`src/sv/csrp_pkg.sv`:
```
// Package for the status report parser: parse phases, key and record codes,
// name tables and the record struct. No dependencies.
`timescale 1ns / 1ps
package csrp_pkg;

    localparam int FRAC_DIGITS_DEF = 3;
    localparam int VALUE_WIDTH_DEF = 32;

    // Parse phases.
    localparam logic [3:0] PH_START   = 4'd0;
    localparam logic [3:0] PH_NAME    = 4'd1;
    localparam logic [3:0] PH_KEY     = 4'd2;
    localparam logic [3:0] PH_LEAD    = 4'd3;
    localparam logic [3:0] PH_SIGN    = 4'd4;
    localparam logic [3:0] PH_INT     = 4'd5;
    localparam logic [3:0] PH_FRAC    = 4'd6;
    localparam logic [3:0] PH_REST    = 4'd7;
    localparam logic [3:0] PH_FLAGS   = 4'd8;
    localparam logic [3:0] PH_SKIP    = 4'd9;
    localparam logic [3:0] PH_DISCARD = 4'd10;

    // Field keys.
    localparam logic [3:0] K_NONE = 4'd0;
    localparam logic [3:0] K_MPOS = 4'd1;
    localparam logic [3:0] K_WPOS = 4'd2;
    localparam logic [3:0] K_WCO  = 4'd3;
    localparam logic [3:0] K_FS   = 4'd4;
    localparam logic [3:0] K_F    = 4'd5;
    localparam logic [3:0] K_OV   = 4'd6;
    localparam logic [3:0] K_A    = 4'd7;
    localparam logic [3:0] K_PN   = 4'd8;
    localparam logic [3:0] K_SUB  = 4'd9;

    // Record kinds.
    localparam logic [3:0] RK_STATE = 4'd0;
    localparam logic [3:0] RK_FS    = 4'd4;
    localparam logic [3:0] RK_F     = 4'd5;
    localparam logic [3:0] RK_OV    = 4'd6;
    localparam logic [3:0] RK_ACC   = 4'd7;
    localparam logic [3:0] RK_PINS  = 4'd8;
    localparam logic [3:0] RK_DONE  = 4'd9;

    localparam int N_STATES = 9;
    localparam int N_KEYS   = 8;
    localparam int N_CAND   = 12;

    localparam logic [7:0] ST_TXT [0:8][0:4] = '{
        '{"I", "d", "l", "e", 8'h00},
        '{"R", "u", "n", 8'h00, 8'h00},
        '{"H", "o", "l", "d", 8'h00},
        '{"J", "o", "g", 8'h00, 8'h00},
        '{"H", "o", "m", "e", 8'h00},
        '{"A", "l", "a", "r", "m"},
        '{"D", "o", "o", "r", 8'h00},
        '{"C", "h", "e", "c", "k"},
        '{"S", "l", "e", "e", "p"}
    };
    localparam logic [3:0] ST_LEN [0:8] = '{4'd4, 4'd3, 4'd4, 4'd3, 4'd4, 4'd5, 4'd4,
                                           4'd5, 4'd5};
    localparam logic [2:0] ST_CODE [0:8] = '{3'd0, 3'd1, 3'd2, 3'd3, 3'd4, 3'd5, 3'd2,
                                            3'd0, 3'd0};

    localparam logic [7:0] KEY_TXT [0:7][0:3] = '{
        '{"M", "P", "o", "s"},
        '{"W", "P", "o", "s"},
        '{"W", "C", "O", 8'h00},
        '{"F", "S", 8'h00, 8'h00},
        '{"F", 8'h00, 8'h00, 8'h00},
        '{"O", "v", 8'h00, 8'h00},
        '{"A", 8'h00, 8'h00, 8'h00},
        '{"P", "n", 8'h00, 8'h00}
    };
    localparam logic [3:0] KEY_LEN [0:7] = '{4'd4, 4'd4, 4'd3, 4'd2, 4'd1, 4'd2, 4'd1, 4'd2};

    typedef struct packed {
        logic [3:0]  kind;
        logic [31:0] val_a;
        logic [31:0] val_b;
        logic [31:0] val_c;
        logic [3:0]  flags;
        logic        ok;
    } t_record;

    // Powers of ten for padding missing fraction digits.
    function automatic logic [19:0] pow10(input logic [2:0] p);
        logic [19:0] r;
        case (p)
            3'd0:    r = 20'd1;
            3'd1:    r = 20'd10;
            3'd2:    r = 20'd100;
            3'd3:    r = 20'd1000;
            3'd4:    r = 20'd10000;
            3'd5:    r = 20'd100000;
            3'd6:    r = 20'd1000000;
            default: r = 20'd1;
        endcase
        return r;
    endfunction

endpackage

```
`src/sv/csrp_parser.sv`:
```
// Parser state and the per-byte transition logic of the status report parser.
// Depends on csrp_pkg.
`timescale 1ns / 1ps
module csrp_parser #(
    parameter int FRAC_DIGITS = 3,
    parameter int VALUE_WIDTH = 32
) (
    input  logic             i_clk,
    input  logic             i_rst_n,
    input  logic             i_go,
    input  logic [7:0]       i_char,
    input  logic             i_done,
    output logic             o_rec_valid,
    output csrp_pkg::t_record o_rec
);
    import csrp_pkg::*;

    localparam int W = VALUE_WIDTH;
    localparam logic [W-1:0] CAP_W = {1'b1, {(W-1){1'b0}}};

    logic [3:0]    r_phase, n_phase;
    logic [11:0]   r_match, n_match;
    logic [3:0]    r_nlen, n_nlen;
    logic [3:0]    r_key, n_key;
    logic [W-1:0]  r_acc, n_acc;
    logic          r_neg, n_neg;
    logic          r_dig, n_dig;
    logic [2:0]    r_frac, n_frac;
    logic [W-1:0]  r_vals [3];
    logic [W-1:0]  n_vals [3];
    logic [1:0]    r_vcnt, n_vcnt;
    logic [3:0]    r_flags, n_flags;
    logic          r_lvalid, n_lvalid;

    // Shared arithmetic: one saturating digit step and one commit of the
    // accumulated magnitude.
    logic [3:0]    dval;
    logic [W+3:0]  mac_sum;
    logic [W-1:0]  acc_mac;
    logic          key_fl;
    logic [19:0]   scale;
    logic [W+19:0] prod;
    logic [W-1:0]  cmag;
    logic [W-1:0]  cval;

    always_comb begin
        dval    = i_char[3:0] - 4'd0;
        mac_sum = {1'b0, r_acc, 3'b000} + {3'b000, r_acc, 1'b0} + (W+4)'(dval);
        acc_mac = (mac_sum > (W+4)'(CAP_W)) ? CAP_W : mac_sum[W-1:0];
        key_fl  = (r_key == K_MPOS) || (r_key == K_WPOS) || (r_key == K_WCO);
        scale   = key_fl ? pow10(3'(FRAC_DIGITS) - r_frac) : 20'd1;
        prod    = (W+20)'(r_acc) * (W+20)'(scale);
        cmag    = (prod > (W+20)'(CAP_W)) ? CAP_W : prod[W-1:0];
        if (r_neg) begin
            cval = {W{1'b0}} - cmag;
        end else begin
            cval = cmag[W-1] ? CAP_W - {{(W-1){1'b0}}, 1'b1} : cmag;
        end
    end

    // Candidate name matching over the state names or the field keys.
    logic          sel_key;
    logic [11:0]   match_step;
    logic          found;
    logic [3:0]    found_idx;
    logic [2:0]    found_code;

    always_comb begin
        sel_key    = (r_phase == PH_KEY);
        match_step = 12'd0;
        found      = 1'b0;
        found_idx  = 4'd0;
        for (int i = 0; i < N_STATES; i++) begin
            if (!sel_key && r_match[i] && r_nlen < ST_LEN[i]
                && ST_TXT[i][3'(r_nlen)] == i_char) begin
                match_step[i] = 1'b1;
            end
        end
        for (int i = 0; i < N_KEYS; i++) begin
            if (sel_key && r_match[i] && r_nlen < KEY_LEN[i]
                && KEY_TXT[i][2'(r_nlen)] == i_char) begin
                match_step[i] = 1'b1;
            end
        end
        for (int i = N_STATES - 1; i >= 0; i--) begin
            if (sel_key) begin
                if (i < N_KEYS && r_match[i] && KEY_LEN[i] == r_nlen) begin
                    found     = 1'b1;
                    found_idx = 4'(i);
                end
            end else if (r_match[i] && ST_LEN[i] == r_nlen) begin
                found     = 1'b1;
                found_idx = 4'(i);
            end
        end
        found_code = found ? ST_CODE[found_idx] : 3'd0;
    end

    logic          is_dig, is_ws, is_delim;
    logic [1:0]    need;
    logic          commit_now;
    logic [1:0]    cnt_c;
    logic [W-1:0]  ev [3];
    logic [W-1:0]  ra, rb, rc;
    logic [3:0]    rk;
    logic [3:0]    rfl;
    logic          rok;

    always_comb begin
        n_phase  = r_phase;
        n_match  = r_match;
        n_nlen   = r_nlen;
        n_key    = r_key;
        n_acc    = r_acc;
        n_neg    = r_neg;
        n_dig    = r_dig;
        n_frac   = r_frac;
        n_vals   = r_vals;
        n_vcnt   = r_vcnt;
        n_flags  = r_flags;
        n_lvalid = r_lvalid;
        o_rec_valid = 1'b0;
        rk  = RK_STATE;
        ra  = '0;
        rb  = '0;
        rc  = '0;
        rfl = 4'd0;
        rok = 1'b0;

        is_dig   = (i_char >= "0") && (i_char <= "9");
        is_ws    = (i_char == " ") || (i_char == 8'h09) || (i_char == 8'h0a)
                   || (i_char == 8'h0b) || (i_char == 8'h0c) || (i_char == 8'h0d);
        is_delim = (i_char == "|") || (i_char == ">") || (i_char == 8'h00);
        need     = (r_key == K_FS) ? 2'd2 :
                   ((r_key == K_F) || (r_key == K_SUB)) ? 2'd1 : 2'd3;

        // A number in progress is committed when it ends here.
        commit_now = 1'b0;
        if ((r_phase == PH_INT && !is_dig && !(i_char == "." && key_fl))
            || (r_phase == PH_FRAC && !is_dig && r_dig)) begin
            commit_now = 1'b1;
        end
        ev    = r_vals;
        cnt_c = r_vcnt;
        if (commit_now && r_vcnt != 2'd3) begin
            ev[r_vcnt[1:0]] = cval;
            cnt_c = r_vcnt + 2'd1;
        end

        if (i_done) begin
            o_rec_valid = 1'b1;
            rk       = RK_DONE;
            rok      = r_lvalid;
            n_phase  = PH_START;
            n_match  = {3'b000, {N_STATES{1'b1}}};
            n_nlen   = 4'd0;
            n_key    = K_NONE;
            n_acc    = '0;
            n_neg    = 1'b0;
            n_dig    = 1'b0;
            n_frac   = 3'd0;
            n_vals   = '{default: '0};
            n_vcnt   = 2'd0;
            n_flags  = 4'd0;
            n_lvalid = 1'b0;
        end else if (r_phase == PH_START) begin
            if (i_char == "<") begin
                n_lvalid = 1'b1;
                n_phase  = PH_NAME;
                n_match  = {3'b000, {N_STATES{1'b1}}};
                n_nlen   = 4'd0;
            end else if (!((i_char == " ") || (i_char == 8'h09) || (i_char == 8'h0d)
                           || (i_char == 8'h0a))) begin
                n_phase = PH_DISCARD;
            end
        end else if (r_phase != PH_DISCARD && is_delim) begin
            // The field ends here.
            n_vals = ev;
            n_vcnt = cnt_c;
            if (r_phase == PH_NAME) begin
                o_rec_valid = 1'b1;
                rk = RK_STATE;
                ra = W'(found_code);
            end else if (r_phase >= PH_LEAD && r_phase <= PH_REST) begin
                if (r_key == K_SUB) begin
                    o_rec_valid = 1'b1;
                    rk = RK_STATE;
                    ra = ev[1];
                    rb = ev[0];
                end else if (r_key == K_FS && cnt_c != 2'd0) begin
                    o_rec_valid = 1'b1;
                    rk = RK_FS;
                    ra = ev[0];
                    rb = (cnt_c >= 2'd2) ? ev[1] : '0;
                end else if (r_key == K_F && cnt_c != 2'd0) begin
                    o_rec_valid = 1'b1;
                    rk = RK_F;
                    ra = ev[0];
                end else if (cnt_c == 2'd3 && (key_fl || r_key == K_OV)) begin
                    o_rec_valid = 1'b1;
                    rk = (r_key == K_OV) ? RK_OV : r_key;
                    ra = ev[0];
                    rb = ev[1];
                    rc = ev[2];
                end
            end else if (r_phase == PH_FLAGS) begin
                o_rec_valid = 1'b1;
                rk  = (r_key == K_A) ? RK_ACC : RK_PINS;
                rfl = r_flags;
            end
            if (i_char == "|") begin
                n_phase = PH_KEY;
                n_key   = K_NONE;
                n_match = {4'b0000, {N_KEYS{1'b1}}};
                n_nlen  = 4'd0;
            end else begin
                n_phase = PH_DISCARD;
            end
        end else if (r_phase != PH_DISCARD) begin
            case (r_phase)
                PH_NAME: begin
                    if (i_char == ":") begin
                        n_vals[1] = W'(found_code);
                        n_vals[0] = '0;
                        n_key     = K_SUB;
                        n_vcnt    = 2'd0;
                        n_acc     = '0;
                        n_neg     = 1'b0;
                        n_dig     = 1'b0;
                        n_frac    = 3'd0;
                        n_phase   = PH_LEAD;
                    end else begin
                        n_match = match_step;
                        n_nlen  = (r_nlen == 4'd15) ? r_nlen : r_nlen + 4'd1;
                    end
                end
                PH_KEY: begin
                    if (i_char != ":") begin
                        n_match = match_step;
                        n_nlen  = (r_nlen == 4'd15) ? r_nlen : r_nlen + 4'd1;
                    end else if (!found) begin
                        n_key   = K_NONE;
                        n_phase = PH_SKIP;
                    end else begin
                        n_key = found_idx + 4'd1;
                        if (found_idx + 4'd1 == K_A || found_idx + 4'd1 == K_PN) begin
                            n_flags = 4'd0;
                            n_phase = PH_FLAGS;
                        end else begin
                            n_vals  = '{default: '0};
                            n_vcnt  = 2'd0;
                            n_acc   = '0;
                            n_neg   = 1'b0;
                            n_dig   = 1'b0;
                            n_frac  = 3'd0;
                            n_phase = PH_LEAD;
                        end
                    end
                end
                PH_FLAGS: begin
                    if (r_key == K_A) begin
                        if (i_char == "S") n_flags[0] = 1'b1;
                        if (i_char == "C") n_flags[1] = 1'b1;
                        if (i_char == "F") n_flags[2] = 1'b1;
                        if (i_char == "M") n_flags[3] = 1'b1;
                    end else begin
                        if (i_char == "P") n_flags[0] = 1'b1;
                        if (i_char == "X") n_flags[1] = 1'b1;
                        if (i_char == "Y") n_flags[2] = 1'b1;
                        if (i_char == "Z") n_flags[3] = 1'b1;
                    end
                end
                PH_LEAD, PH_SIGN: begin
                    if (r_phase == PH_LEAD && is_ws) begin
                        n_phase = PH_LEAD;
                    end else if (r_phase == PH_LEAD && (i_char == "+" || i_char == "-")) begin
                        n_neg   = (i_char == "-");
                        n_phase = PH_SIGN;
                    end else if (is_dig) begin
                        n_acc   = acc_mac;
                        n_phase = PH_INT;
                    end else if (i_char == "." && key_fl) begin
                        n_phase = PH_FRAC;
                    end else begin
                        n_phase = PH_REST;
                    end
                end
                PH_INT, PH_FRAC: begin
                    if (r_phase == PH_INT && is_dig) begin
                        n_acc = acc_mac;
                    end else if (r_phase == PH_INT && i_char == "." && key_fl) begin
                        n_dig   = 1'b1;
                        n_phase = PH_FRAC;
                    end else if (r_phase == PH_FRAC && is_dig) begin
                        n_dig = 1'b1;
                        if (r_frac < 3'(FRAC_DIGITS)) begin
                            n_acc  = acc_mac;
                            n_frac = r_frac + 3'd1;
                        end
                    end else if (commit_now) begin
                        n_vals = ev;
                        n_vcnt = cnt_c;
                        if (i_char == "," && cnt_c < need) begin
                            n_acc   = '0;
                            n_neg   = 1'b0;
                            n_dig   = 1'b0;
                            n_frac  = 3'd0;
                            n_phase = PH_LEAD;
                        end else begin
                            n_phase = PH_REST;
                        end
                    end else begin
                        n_phase = PH_REST;
                    end
                end
                default: begin
                    n_phase = r_phase;
                end
            endcase
        end
    end

    // Values are narrowed or sign-extended to the 32-bit result fields.
    logic [63:0] wa, wb, wc;
    always_comb begin
        wa = 64'(signed'(ra));
        wb = 64'(signed'(rb));
        wc = 64'(signed'(rc));
        o_rec.kind  = rk;
        o_rec.val_a = wa[31:0];
        o_rec.val_b = wb[31:0];
        o_rec.val_c = wc[31:0];
        o_rec.flags = rfl;
        o_rec.ok    = rok;
    end

    always_ff @(posedge i_clk) begin
        if (!i_rst_n) begin
            r_phase  <= PH_START;
            r_match  <= {3'b000, {N_STATES{1'b1}}};
            r_nlen   <= 4'd0;
            r_key    <= K_NONE;
            r_acc    <= '0;
            r_neg    <= 1'b0;
            r_dig    <= 1'b0;
            r_frac   <= 3'd0;
            r_vals   <= '{default: '0};
            r_vcnt   <= 2'd0;
            r_flags  <= 4'd0;
            r_lvalid <= 1'b0;
        end else if (i_go) begin
            r_phase  <= n_phase;
            r_match  <= n_match;
            r_nlen   <= n_nlen;
            r_key    <= n_key;
            r_acc    <= n_acc;
            r_neg    <= n_neg;
            r_dig    <= n_dig;
            r_frac   <= n_frac;
            r_vals   <= n_vals;
            r_vcnt   <= n_vcnt;
            r_flags  <= n_flags;
            r_lvalid <= n_lvalid;
        end
    end

endmodule

```
`src/sv/cnc_status_report_parser.sv`:
```
// Top level of the status report parser: input register, line-end
// sequencing and result register. Depends on csrp_pkg and csrp_parser.
`timescale 1ns / 1ps
// A status line enters one byte per transfer, with i_line_end set on its
// last byte. Each byte is registered and parsed once the result register
// is free or being emptied, and a new byte is taken in every cycle while
// results are being taken and no line-end pass runs. A parser pass gives
// at most one record (state, MPos, WPos, WCO, FS, F, Ov, A or Pn) when it
// closes a field. The byte that ends a line is followed by a closing pass
// that finishes a field left open and a pass that sends the done record
// carrying line_ok and clears the parser for the next line. Results wait
// in an output register, and a byte is not taken while a record that is
// still untaken would be overwritten. Coordinates are signed values scaled
// by 10^FRAC_DIGITS, truncated and saturated to VALUE_WIDTH bits.
module cnc_status_report_parser #(
    parameter int FRAC_DIGITS = csrp_pkg::FRAC_DIGITS_DEF,
    parameter int VALUE_WIDTH = csrp_pkg::VALUE_WIDTH_DEF
) (
    input  logic        i_clk,
    input  logic        i_rst_n,
    input  logic        i_valid,
    output logic        o_ready,
    input  logic [7:0]  i_char_in,
    input  logic        i_line_end,
    output logic        o_valid,
    input  logic        i_ready,
    output logic [3:0]  o_record_kind,
    output logic signed [31:0] o_value_a,
    output logic signed [31:0] o_value_b,
    output logic signed [31:0] o_value_c,
    output logic [3:0]  o_flag_bits,
    output logic        o_line_ok,
    output logic        o_last_record
);
    import csrp_pkg::*;

    // Passes over the held byte.
    localparam logic [1:0] PASS_BYTE = 2'd0;
    localparam logic [1:0] PASS_ZERO = 2'd1;
    localparam logic [1:0] PASS_DONE = 2'd2;

    logic        r_in_valid;
    logic [7:0]  r_char;
    logic        r_last;
    logic [1:0]  r_pass;
    logic        r_out_valid;
    t_record     r_rec;
    logic        r_rec_last;

    logic        step_go;
    logic        step_end;
    logic        rec_valid;
    t_record     rec;

    // The parser steps when a byte is held and the result register is free
    // or is being emptied in this cycle.
    assign step_go  = r_in_valid && (!r_out_valid || i_ready);
    assign step_end = !r_last || (r_pass == PASS_DONE);
    assign o_ready  = !r_in_valid || (step_go && step_end);

    csrp_parser #(
        .FRAC_DIGITS(FRAC_DIGITS),
        .VALUE_WIDTH(VALUE_WIDTH)
    ) u_parser (
        .i_clk       (i_clk),
        .i_rst_n     (i_rst_n),
        .i_go        (step_go),
        .i_char      ((r_pass == PASS_ZERO) ? 8'h00 : r_char),
        .i_done      (r_pass == PASS_DONE),
        .o_rec_valid (rec_valid),
        .o_rec       (rec)
    );

    always_ff @(posedge i_clk) begin
        if (!i_rst_n) begin
            r_in_valid <= 1'b0;
            r_pass     <= PASS_BYTE;
        end else begin
            if (o_ready) begin
                r_in_valid <= i_valid;
                r_pass     <= PASS_BYTE;
            end else if (step_go) begin
                r_pass <= r_pass + 2'd1;
            end
        end
    end

    always_ff @(posedge i_clk) begin
        if (o_ready && i_valid) begin
            r_char <= i_char_in;
            r_last <= i_line_end;
        end
    end

    always_ff @(posedge i_clk) begin
        if (!i_rst_n) begin
            r_out_valid <= 1'b0;
        end else if (step_go) begin
            r_out_valid <= rec_valid;
        end else if (i_ready) begin
            r_out_valid <= 1'b0;
        end
    end

    // A record is the last of its byte unless the line-end passes follow.
    always_ff @(posedge i_clk) begin
        if (step_go && rec_valid) begin
            r_rec      <= rec;
            r_rec_last <= step_end;
        end
    end

    assign o_valid       = r_out_valid;
    assign o_record_kind = r_rec.kind;
    assign o_value_a     = r_rec.val_a;
    assign o_value_b     = r_rec.val_b;
    assign o_value_c     = r_rec.val_c;
    assign o_flag_bits   = r_rec.flags;
    assign o_line_ok     = r_rec.ok;
    assign o_last_record = r_rec_last;

    // The done pass always leaves a done record that closes its byte.
    a_done_rec: assert property (@(posedge i_clk) disable iff (!i_rst_n)
        step_go && r_pass == PASS_DONE |=> o_valid && o_record_kind == RK_DONE
        && o_last_record)
        else $error("done pass did not produce a closing done record");

    // Extra passes only happen on a held line-end byte.
    a_pass_last: assert property (@(posedge i_clk) disable iff (!i_rst_n)
        r_pass != PASS_BYTE |-> r_in_valid && r_last)
        else $error("line-end pass without a held line-end byte");

    // Only the done record may carry line validity.
    a_ok_done: assert property (@(posedge i_clk) disable iff (!i_rst_n)
        o_valid && o_line_ok |-> o_record_kind == RK_DONE)
        else $error("line_ok set on a record other than done");

endmodule

```
`config.mk`:
```
export PLATFORM = sky130hd
export DESIGN_NAME = cnc_status_report_parser
export DESIGN_NICKNAME = d
export VERILOG_FILES = /design/src/sv/csrp_pkg.sv /design/src/sv/csrp_parser.sv /design/src/sv/cnc_status_report_parser.sv
export SDC_FILE = /design/constraint.sdc
export NUM_CORES = 2
export LEC_CHECK = 0
export ABC_AREA = 1
export BUFFER_PORTS_ARGS = -buffer_cell sky130_fd_sc_hd__buf_2
export CAP_MARGIN = 25
export CORE_MARGIN = 2
export CORE_UTILIZATION = 45
export DETAILED_ROUTE_END_ITERATION = 7
export PLACE_DENSITY = 0.72
export SLEW_MARGIN = 20
export SYNTH_ARGS = -nofsm -noshare
export SYNTH_HDL_FRONTEND = slang
export SYNTH_SLANG_ARGS = --single-unit
```
`constraint.sdc`:
```
create_clock -name i_clk -period 25 [get_ports i_clk]
set_input_delay 6.25 -clock i_clk [delete_from_list [all_inputs] [get_ports i_clk]]
set_output_delay 6.25 -clock i_clk [all_outputs]
set_load 0.02 [all_outputs]
```
==> metrics.md <==
| Metric | Value |
|---|---|
| Mapped Area | a little under 0.04 mm² |
| Max stage delay on crit path | 0.18 ns |
| Critical path, cell by cell | buf_2 -> inv_1 -> nand2_1 -> nand2_1 -> nand2_1 -> buf_2 |
| Pwr/cell area | 35.43 mW/mm² |
| # diodes | 0 |
| Startpoint types | input port |
| CTS Hold Bufs | 0 |
| WP data arrival | 6.83 ns |
| Area fraction of the dominant cell type after synthesis | 0.2384 |
| DP Worst Slack | roughly 12 ns |
| Peak supply drop | between 0.05 and 0.06 mV |
| CTS tree | built |
| Most common cell after layout, fill and taps aside | nand2_1 |
| Remaining DRCs | 0 |
| Crit end category | output port |
| DRT Wirelength | 118.1 mm |
| Period minus WS final | 13.08 ns |
| DRT Pass-1 Iters | 8 |
| # resized after CTS | 0 |
| Routed vias/inst | 5.360 |
| Worst EP required | between 15 and 20 ns |
| First-pass GRT wire length | 187.7 mm |
| Met1 Use GR | 0.3415 |
| Final Max Slew Viols | 0 |
| M2 GR Usage | 0.4495 |
| Core area | 0.08528 mm² |
| Initial antenna violation count | 2 |
| Max-slew headroom | 0.2818 |
| Clock root buffer | clkbuf_16 |
| Leak | roughly 20 nW |
| Number of I/O port buffers | 120 |
| Final Hold Vio Count | 0 |
| # setup viols final | 0 |
| Synth top area cells | fa_1, nand2_1, inv_1 |
| Unrepaired setup endpoints after global routing | false |
| Status | completed |
| Total grt overflow | 0 |
| Maxcap violations | 0 |
| Synth Warn # | 0 |
| Num CTS Buffers | 31 |
| Final Util | 0.4872 |
| Skew final | 0.01723 ns |
| Num Clock Sinks | 280 |
| Floorplan row count | 107 |
| Syn Inst Count | approximately 5.4k |
| Worst min path class | reg2reg |
| Wire per inst | 17.98 µm |
| Final nets | around 6k |
| Maximum clock insertion buffer count | 3 |
| CTS clk-pin slew, worst paths | 0.06 ns |
| Number of flops mapped to enable cells by yosys | 115 |
| Die height | 297.3 µm |
| Die width | 297.3 µm |
| Mean Syn Cell Area | 7.222 µm² |
| Dominant synthesized flop cell | dfxtp_1 |
| Initial core utilization | 0.4540 |
| Overall Power | 1.472 mW |
| GR Util met3 | 0.04638 |
| Hold Slack | 0.4616 ns |
| CP max-delay cell | buf_2 |
| Vias | 35.21k |
| Worst Path Buf+Inv | 3 |
| Layout cells sized above 1 | 0.07190 |
| Htree depth | 1 |
| Setup bufs post-CTS | 0 |
| Setup CP Type | in2out |
| DRT iter0 DRCs | roughly 3.1k |
| CP delay by family, top | buffers and inverters |
| CP dominant cell by count | nand2_1 |
| HPWL after detailed placement | 93.42 mm |
| Final WS setup | 11.92 ns |
| RePlAce Congestion | 0.9890 |
| Asr flop ratio synth | 0 |
| Fin crit share | 0.5233 |
| DIE AREA | 0.08840 mm² |
| Io pins | between 100 and 150 |
| Area grow syn2layout | 7.320% |
| Routed Antenna Nets | 0 |
| Highest-count cells in the layout ignoring fill and taps | nand2_1, inv_1, nor2_1, fa_1, nand3_1 |
| Worst-margin pin slew | about 1.1 ns |
| Count of cell types in the netlist | 74 |
| Total track usage | 0.2658 |
| Vias in the first global route | between 30k and 40k |
| TNS Setup | 0 ns |
| Fillers | 8,418 |
| Yosys reg bits | 280 |
| F_max | 76.44 MHz |
| Clock Latency Late Sink | 0.60 ns |
| Largest net degree at the start of global routing | 99 |
| Layer with the highest usage | met2 |
| Sequential area share after synthesis | 0.1745 |
| Post-synth top area cell | fa_1 |
| Worst Path Max Fanout | 3 |
| Syn nets | 6,118 |
path summary, 6_finish.rpt:
path	startpoint	end	slack (ns)	cells after the start
worst min-delay path	u_parser.r_vals[95]$_SDFFE_PN0P_	u_parser.r_vals[95]$_SDFFE_PN0P_	0.46	2
worst max-delay path	i_ready	o_ready	11.92	6
worst min register to register	u_parser.r_vals[95]$_SDFFE_PN0P_	u_parser.r_vals[95]$_SDFFE_PN0P_	0.46	2
worst max register to register	u_parser.r_frac[0]$_SDFFE_PN0P_	o_value_a[12]$_SDFFCE_PP0P_	13.35	47
cells by family (layout without fill, tap and decap cells):
| logic type | count (synthesis) | in the layout | share of synthesized area |
|---|---|---|---|
| and+or+nand+nor | 2394 | 2394 | 0.2607 |
| buffers and inverters | 1236 | 1299 | 0.1224 |
| adders and majority gates | 744 | 744 | 0.3298 |
| AOI/OAI and AO/OA | 620 | 620 | 0.09262 |
| DFF | 280 | 280 | 0.1745 |
| xor gates and xnor gates | 78 | 78 | 0.01764 |
| muxes | 9 | 9 | 0.002327 |
state kept, by name, indices dropped and copies added (netlist names):
name               flops
o_flag_bits            4
o_last_record          1
o_line_ok              1
o_record_kind          4
o_valid                1
o_value_a             32
o_value_b             32
o_value_c             32
r_char                 8
r_in_valid             1
r_last                 1
r_pass                 2
u_parser.r_acc        32
u_parser.r_dig         1
u_parser.r_flags       4
u_parser.r_frac        3
u_parser.r_key         4
u_parser.r_lvalid      1
u_parser.r_match       9
u_parser.r_neg         1
u_parser.r_nlen        4
u_parser.r_phase       4
u_parser.r_vals       96
u_parser.r_vcnt        2
worst register-to-register path, delay by kind of cell, from the launching register on:
kind,cells,cell delay (ns)
buffers and inverters,12,2.98
AOI/OAI and AO/OA,3,0.72
adders and majority gates,10,4.23
and+or+nand+nor,22,3.04
DFF,1,0.39
metal layers:
| layer | vias up | share of wire |
|---|---|---|
| met4 | 0 | 0.040 |
| met1 | 16790 | 0.41 |
| met2 | 1381 | 0.47 |
| li1 | 16760 | - |
| met3 | 281 | 0.083 |
| met5 | - | 0 |
area by class of cell:
cell class	count	area, µm²	area share
clock buffers	36	814.5	0.01960
clock inverters	22	226.5	0.005450
inverters	1067	4013	0.09657
multi-input cells	3845	27240	0.6555
flip-flops and latches	280	6756	0.1626
well taps	1144	1431	0.03445
repair buffers	174	1074	0.02584
power by group:
group          switching [mW]  internal [mW]  leakage [nW]
clock network           0.200          0.274         0.502
registers              0.0198          0.488          2.16
logic                   0.359          0.131          17.6
total                   0.579          0.893          20.3
through the flow:
step           cell area (µm²)  std cells
4_1_cts                  41470       6565
3_3_place_gp             40410       6506
5_1_grt                  41550       6568
3_5_place_dp             40430       6507
6_report                 41550       6568
2_1_floorplan            38720       5361
synth_stat cells, types with 49 or more instances:
library cell	n
nand2_1	1202
inv_1	1039
nor2_1	639
fa_1	461
nand3_1	313
a21oi_1	312
ha_1	283
dfxtp_1	165
o21ai_0	140
edfxtp_1	115
clkbuf_1	106
or2_2	77
xor2_1	50
nand4_1	49
(Power assumes the default switching activity.)
